## config.mk

```make
export PLATFORM = sky130hd
export DESIGN_NAME = ext2_dir_record_parser_top
export DESIGN_NICKNAME = d
export VERILOG_FILES = /design/src/rtl/ext2d_pkg.sv /design/src/rtl/ext2d_parse.sv /design/src/rtl/ext2d_out_reg.sv /design/src/rtl/ext2_dir_record_parser_top.sv
export SDC_FILE = /design/constraint.sdc
export NUM_CORES = 1
export LEC_CHECK = 0
export ABC_CLOCK_PERIOD_IN_PS = 8600
export BUFFER_PORTS_ARGS = -buffer_cell sky130_fd_sc_hd__buf_2
export CAP_MARGIN = 20
export CORE_ASPECT_RATIO = 0.6
export CORE_UTILIZATION = 40
export DETAILED_ROUTE_END_ITERATION = 8
export PLACE_DENSITY = 0.6
export RECOVER_POWER = 25
export SLEW_MARGIN = 40
export SYNTH_ARGS = -nofsm -noshare
export SYNTH_HDL_FRONTEND = slang
export SYNTH_SLANG_ARGS = --single-unit
```

## constraint.sdc

```tcl
create_clock -name clk_i -period 8.6 [get_ports clk_i]
set_input_delay 1.29 -clock clk_i [delete_from_list [all_inputs] [get_ports clk_i]]
set_output_delay 1.29 -clock clk_i [all_outputs]
set_load 0.02 [all_outputs]
```

## src/rtl/ext2d_pkg.sv

```systemverilog
// ----------------------------------------------------------------------------
// ext2d_pkg
// Types and constants shared by the ext2 directory record parser.
// ----------------------------------------------------------------------------
package ext2d_pkg;

  // Fixed part of a directory record: inode, rec_len, name length, file type
  localparam int unsigned BaseSize = 8;

  localparam int unsigned PosW = 17;

  typedef enum logic [1:0] {
    PH_HEADER = 2'd0,
    PH_NAME   = 2'd1,
    PH_PAD    = 2'd2
  } phase_e;

  typedef enum logic [1:0] {
    KIND_HEADER = 2'd0,
    KIND_NAME   = 2'd1,
    KIND_END    = 2'd2
  } kind_e;

  typedef struct packed {
    kind_e       kind;
    logic [31:0] entry_inode;
    logic [15:0] record_length;
    logic [7:0]  name_length;
    logic [7:0]  entry_type;
    logic [7:0]  name_char;
    logic        name_end;
    logic        dir_end;
    logic        truncated;
  } result_t;

endpackage

```

## src/rtl/ext2d_parse.sv

```systemverilog
// ----------------------------------------------------------------------------
// ext2d_parse
// Record state and per-byte decode: header capture, name walk, padding skip.
// ----------------------------------------------------------------------------
module ext2d_parse (
  input  logic                clk_i,
  input  logic                rst_ni,
  input  logic                take_i,
  input  logic [7:0]          data_byte_i,
  input  logic                last_byte_i,
  output logic                emit_o,
  output ext2d_pkg::result_t  result_o
);

  ext2d_pkg::phase_e                 phase_q, phase_d, phase_n;
  logic [ext2d_pkg::PosW-1:0]        pos_q, pos_d, pos_n, pos_inc;
  logic [31:0]                       inode_q, inode_d, inode_n;
  logic [15:0]                       rec_len_q, rec_len_d, rec_len_n;
  logic [7:0]                        nlen_q, nlen_d, nlen_n;
  logic [7:0]                        type_q, type_d, type_n;
  logic [2:0]                        hdr_idx;
  logic [8:0]                        end_pos;
  logic                              emit, nend, trunc;
  ext2d_pkg::kind_e                  kind;

  assign pos_inc = pos_q + ext2d_pkg::PosW'(1);
  assign hdr_idx = pos_q[2:0];
  assign end_pos = 9'(ext2d_pkg::BaseSize) + {1'b0, nlen_q};

  always_comb begin
    phase_n   = phase_q;
    pos_n     = pos_q;
    inode_n   = inode_q;
    rec_len_n = rec_len_q;
    nlen_n    = nlen_q;
    type_n    = type_q;
    emit      = 1'b0;
    kind      = ext2d_pkg::KIND_END;
    nend      = 1'b0;
    trunc     = 1'b0;
    unique case (phase_q)
      ext2d_pkg::PH_NAME: begin
        emit  = 1'b1;
        kind  = ext2d_pkg::KIND_NAME;
        pos_n = pos_inc;
        nend  = (pos_inc >= {8'd0, end_pos});
        if (nend) begin
          if ({1'b0, rec_len_q} > {8'd0, end_pos}) begin
            phase_n = ext2d_pkg::PH_PAD;
          end else begin
            phase_n = ext2d_pkg::PH_HEADER;
            pos_n   = '0;
          end
        end else begin
          trunc = last_byte_i;
        end
      end
      ext2d_pkg::PH_PAD: begin
        pos_n = pos_inc;
        if (pos_inc >= {1'b0, rec_len_q}) begin
          phase_n = ext2d_pkg::PH_HEADER;
          pos_n   = '0;
        end
      end
      default: begin
        // header phase; little-endian field capture by byte position
        phase_n = ext2d_pkg::PH_HEADER;
        unique case (hdr_idx)
          3'd0: inode_n[7:0]     = data_byte_i;
          3'd1: inode_n[15:8]    = data_byte_i;
          3'd2: inode_n[23:16]   = data_byte_i;
          3'd3: inode_n[31:24]   = data_byte_i;
          3'd4: rec_len_n[7:0]   = data_byte_i;
          3'd5: rec_len_n[15:8]  = data_byte_i;
          3'd6: nlen_n           = data_byte_i;
          default: type_n        = data_byte_i;
        endcase
        pos_n = {{(ext2d_pkg::PosW-3){1'b0}}, hdr_idx} + ext2d_pkg::PosW'(1);
        if (hdr_idx == 3'd7) begin
          emit = 1'b1;
          kind = ext2d_pkg::KIND_HEADER;
          nend = (nlen_n == 8'd0);
          if (nlen_n != 8'd0) begin
            phase_n = ext2d_pkg::PH_NAME;
            trunc   = last_byte_i;
          end else if (rec_len_n > 16'(ext2d_pkg::BaseSize)) begin
            phase_n = ext2d_pkg::PH_PAD;
          end else begin
            pos_n = '0;
          end
        end else begin
          trunc = last_byte_i;
        end
      end
    endcase
  end

  // last byte of the directory returns everything to reset values
  always_comb begin
    if (last_byte_i) begin
      phase_d   = ext2d_pkg::PH_HEADER;
      pos_d     = '0;
      inode_d   = '0;
      rec_len_d = '0;
      nlen_d    = '0;
      type_d    = '0;
    end else begin
      phase_d   = phase_n;
      pos_d     = pos_n;
      inode_d   = inode_n;
      rec_len_d = rec_len_n;
      nlen_d    = nlen_n;
      type_d    = type_n;
    end
  end

  always_comb begin
    emit_o             = emit | last_byte_i;
    result_o.kind      = kind;
    result_o.dir_end   = last_byte_i;
    result_o.truncated = trunc;
    if (kind == ext2d_pkg::KIND_END) begin
      result_o.entry_inode   = '0;
      result_o.record_length = '0;
      result_o.name_length   = '0;
      result_o.entry_type    = '0;
      result_o.name_char     = '0;
      result_o.name_end      = 1'b0;
    end else begin
      result_o.entry_inode   = inode_n;
      result_o.record_length = rec_len_n;
      result_o.name_length   = nlen_n;
      result_o.entry_type    = type_n;
      result_o.name_char     = (kind == ext2d_pkg::KIND_NAME) ? data_byte_i : 8'd0;
      result_o.name_end      = nend;
    end
  end

  always_ff @(posedge clk_i or negedge rst_ni) begin
    if (!rst_ni) begin
      phase_q   <= ext2d_pkg::PH_HEADER;
      pos_q     <= '0;
      inode_q   <= '0;
      rec_len_q <= '0;
      nlen_q    <= '0;
      type_q    <= '0;
    end else if (take_i) begin
      phase_q   <= phase_d;
      pos_q     <= pos_d;
      inode_q   <= inode_d;
      rec_len_q <= rec_len_d;
      nlen_q    <= nlen_d;
      type_q    <= type_d;
    end
  end

endmodule

```

## src/rtl/ext2d_out_reg.sv

```systemverilog
// ----------------------------------------------------------------------------
// ext2d_out_reg
// Result register with valid/ready handshake towards the consumer.
// ----------------------------------------------------------------------------
module ext2d_out_reg (
  input  logic                clk_i,
  input  logic                rst_ni,
  input  logic                push_i,
  input  ext2d_pkg::result_t  word_i,
  output logic                ready_o,
  output logic                valid_o,
  input  logic                ready_i,
  output ext2d_pkg::result_t  word_o
);

  logic               valid_q, valid_d;
  ext2d_pkg::result_t word_q;

  // free when empty or the held word leaves this cycle
  assign ready_o = !valid_q || ready_i;
  assign valid_d = ready_o ? push_i : valid_q;

  always_ff @(posedge clk_i or negedge rst_ni) begin
    if (!rst_ni) begin
      valid_q <= 1'b0;
    end else begin
      valid_q <= valid_d;
    end
  end

  always_ff @(posedge clk_i) begin
    if (ready_o && push_i) begin
      word_q <= word_i;
    end
  end

  assign valid_o = valid_q;
  assign word_o  = word_q;

endmodule

```

## src/rtl/ext2_dir_record_parser_top.sv

```systemverilog
// Output: each result is registered and appears in the cycle after its byte is taken.
// Throughput: one byte per cycle; the single result register stalls input
// only while a held word is not taken.
// Reset: rst_ni (async, active low) clears record state and the result valid.
// The last byte of a directory also returns the record state to reset values.
// ----------------------------------------------------------------------------
// ext2_dir_record_parser_top
// Byte-wise ext2 directory record parser: header, name bytes, end marker.
// ----------------------------------------------------------------------------
module ext2_dir_record_parser_top (
  input  logic        clk_i,
  input  logic        rst_ni,
  input  logic        in_valid_i,
  output logic        in_ready_o,
  input  logic [7:0]  data_byte_i,
  input  logic        last_byte_i,
  output logic        out_valid_o,
  input  logic        out_ready_i,
  output logic [1:0]  kind_o,
  output logic [31:0] entry_inode_o,
  output logic [15:0] record_length_o,
  output logic [7:0]  name_length_o,
  output logic [7:0]  entry_type_o,
  output logic [7:0]  name_char_o,
  output logic        name_end_o,
  output logic        dir_end_o,
  output logic        truncated_o
);

  logic               take, emit;
  ext2d_pkg::result_t res, res_q;

  assign take = in_valid_i && in_ready_o;

  ext2d_parse u_parse (
    .clk_i       (clk_i),
    .rst_ni      (rst_ni),
    .take_i      (take),
    .data_byte_i (data_byte_i),
    .last_byte_i (last_byte_i),
    .emit_o      (emit),
    .result_o    (res)
  );

  ext2d_out_reg u_out_reg (
    .clk_i   (clk_i),
    .rst_ni  (rst_ni),
    .push_i  (take && emit),
    .word_i  (res),
    .ready_o (in_ready_o),
    .valid_o (out_valid_o),
    .ready_i (out_ready_i),
    .word_o  (res_q)
  );

  assign kind_o          = res_q.kind;
  assign entry_inode_o   = res_q.entry_inode;
  assign record_length_o = res_q.record_length;
  assign name_length_o   = res_q.name_length;
  assign entry_type_o    = res_q.entry_type;
  assign name_char_o     = res_q.name_char;
  assign name_end_o      = res_q.name_end;
  assign dir_end_o       = res_q.dir_end;
  assign truncated_o     = res_q.truncated;

endmodule
```

==> results.sh <==
export IMPL_postSynthAreaPerCell_um2=9.65
export IMPL_grt_pass1_vias=6361
export IMPL_clk_pin_slew_ps=60
export IMPL_ys_top_cells_by_area="edfxtp_1, dfrtp_1, nand2_1, ha_1, a21oi_1"
export IMPL_tightest_slew_ps=3620
export IMPL_cellPowerDensity_mw_per_mm2=248
export IMPL_syn_num_nets=939
export IMPL_routed_wl_mm=24.4
export IMPL_finalClockSkew_ps=8.39
export IMPL_criticalPathCategory="input port to async pin"
export IMPL_drtAntennaViolNets=0
export IMPL_drt_pre_antenna_iters=8
export IMPL_crit_required_ps=8310
export IMPL_portBuffers=91
export IMPL_slew_violations=107
export IMPL_cp_start_kind="input port"
export IMPL_multiInputGateArea_mm2=0.00380
export IMPL_status="complete, but fails checks"
export IMPL_clk_latency_ps=430
export IMPL_finalSetupTns_ps=0
export IMPL_arrival_ps=4840
export IMPL_end_kind="async pin"
export IMPL_cpMostUsedCell="clkbuf_1"
export IMPL_area_delta_synth_final_pct=14.2
export IMPL_fp_coreArea_mm2=0.0205
export IMPL_grt_max_degree=79
export IMPL_cp_cell_sequence="clkbuf_1 > clkbuf_1"
export IMPL_num_rows=40
export IMPL_cts_root_buf="clkbuf_16"
export IMPL_wl_per_cell_um=19.8
export IMPL_path_buf_inv=2
export IMPL_synth_top_area_share=0.271
export IMPL_grt_pass1_wl_mm=37.8
export IMPL_cts_tree="yes"
export IMPL_dieHeight_um=115
export IMPL_fmax_ghz=0.195
export IMPL_netlist_area_mm2=0.00853
export IMPL_min_period_ps=5130
export IMPL_clock_sinks=161
export IMPL_slowest_stage="clkbuf_1"
export IMPL_min_period_over_period=0.597
export IMPL_cts_path_max_buffers=2
export IMPL_route_detailed_drc=0
export IMPL_ir_worst_vdd_v=0.000168
export IMPL_syn_inst=884
export IMPL_drtIter0Drc=840
export IMPL_maxCapViolCount=2
export IMPL_final_common_cell="nand2_1"
export IMPL_synth_largest_area_cell="edfxtp_1"
export IMPL_ctsHoldBuffers=0
export IMPL_slew_headroom=-1.41
export IMPL_grt_usage=0.228
export IMPL_die_w_um=191
export IMPL_gr_total_overflow=0
export IMPL_rrSetupSlack_ps=4500
export IMPL_synth_seq_cells=161
export IMPL_post_cts_buffers=0
export IMPL_ys_types=57
export IMPL_numCtsBuffers=17
export IMPL_io_pins=92
export IMPL_post_cts_resized=0
export IMPL_avgViaCountPerCell=5.77
export IMPL_post_route_util=0.476
export IMPL_cp_max_fo=64
export IMPL_synth_seq_area_share=0.517
export IMPL_dieArea_mm2=0.0219
export IMPL_mostFrequentLayoutCells="nand2_1, dfrtp_1, edfxtp_1"
export IMPL_routabilityCongestion=0.915
export IMPL_post_place_ws_ps=4590
export IMPL_synth_edf_count=77
export IMPL_setup_viol=0
export IMPL_ys_async_sr_fraction=0.522
export IMPL_rsz0062_at_grt="no"
export IMPL_min_path_type="flip-flop to flip-flop"
export IMPL_worst_path_largest_cell_delay_ps=2580
export IMPL_nets=1001
export IMPL_hpwlAfterDp_mm=16.7
export IMPL_vias=7110
export IMPL_grt_antenna_before_repair=0
export IMPL_fin_ws_ps=3470
export IMPL_cts_htree_levels=4
export IMPL_final_hold_viol_count=0
export IMPL_ys_warn_count=0
export IMPL_ys_flop_type="dfrtp_1"
export IMPL_seqCellArea_mm2=0.00441
export IMPL_fill_cells=1936
export IMPL_diodes=0
export IMPL_start_util=0.417
export IMPL_violations="max-capacitance violations, max-slew violations"
export IMPL_drive_gt1_frac=0.137
export IMPL_critical_path_top_delay_family="buffers and inverters"
export IMPL_p_leak_nw=3.99
[cells in the mapped netlist, drive strengths merged (19+ instances only)]
cell type  count
ha            42
edfxtp        77
nor2          19
dfrtp         84
o22ai         19
inv           32
nand2        194
clkbuf        44
o21ai         68
a21oi         72
nand3         51
a21boi        31
[tightest hold or removal path, stage by stage (launching register included)]
cell	delay [ps]
dfrtp_1	340
nand2_1	40
o21ai_0	60
[power by group]
part	leakage, nW	switching [W]	total, W	internal (W)
clock	0.277	0.000332	0.000763	0.000431
combinational	1.85	0.000416	0.000640	0.000225
sequential	1.86	0.0000997	0.00101	0.000913
[worst paths after layout]
path | startpoint | to | depth (start not counted)
min reg2reg | u_parse.type_q[1]$_DFFE_PN0P_ | u_parse.type_q[1]$_DFFE_PN0P_ | 2
min | u_parse.type_q[1]$_DFFE_PN0P_ | u_parse.type_q[1]$_DFFE_PN0P_ | 2
max reg2reg | u_parse.pos_q[2]$_DFFE_PN0P_ | u_parse.pos_q[3]$_DFFE_PN0P_ | 13
max | rst_ni | u_parse.pos_q[2]$_DFFE_PN0P_ | 2
max in group clk_i | last_byte_i | u_out_reg.word_o[33]$_SDFFCE_PN0P_ | 4
min in group asynchronous | rst_ni | u_out_reg.valid_o$_DFFE_PN0N_ | 1
[area by class of cell]
type,count,share of cell area
Tap cell,273,0.0351
Timing Repair Buffer,97,0.0494
Clock buffer,17,0.0437
Sequential cell,161,0.453
Multi-Input combinational cell,637,0.390
Clock inverter,15,0.0162
Inverter,32,0.0123
[metal layers]
layer / vias to the layer above / GRT usage / wire (um)
li1: 3305 / - / -
met1: 3450 / 0.381 / 12700
met2: 337 / 0.284 / 9190
met3: 18 / 0.0583 / 2430
met4: 0 / 0.0437 / 163
met5: - / 0 / 0
[per-stage QoR]
step	total power, W	cell area (um2)	hold WS (ps)	std cells
6_report	0.00242	9740	482	1232
5_1_grt	0.00254	9740	503	1232
4_1_cts	0.00241	9770	486	1232
3_5_place_dp	0.00165	9190	471	1200
3_3_place_gp	0.00164	9180	463	1200
2_1_floorplan	0.00145	8530	450	884
[cell families after synthesis]
family                     count (synthesis)  synth area share
buffers and inverters                     86            0.0412
AOI/OAI and AO/OA                        237             0.171
xor gates and xnor gates                  14            0.0144
muxes                                      2           0.00249
and+or+nand+nor                          342             0.192
adders and majority gates                 42            0.0616
DFF                                      161             0.517
[sequential cells by signal, indices dropped and copies added, names as in the netlist]
register	flops
u_out_reg.valid_o	1
u_out_reg.word_o	77
u_parse.inode_q	32
u_parse.nlen_q	8
u_parse.phase_q	2
u_parse.pos_q	17
u_parse.rec_len_q	16
u_parse.type_q	8
Power figures use the tool's default switching activity.
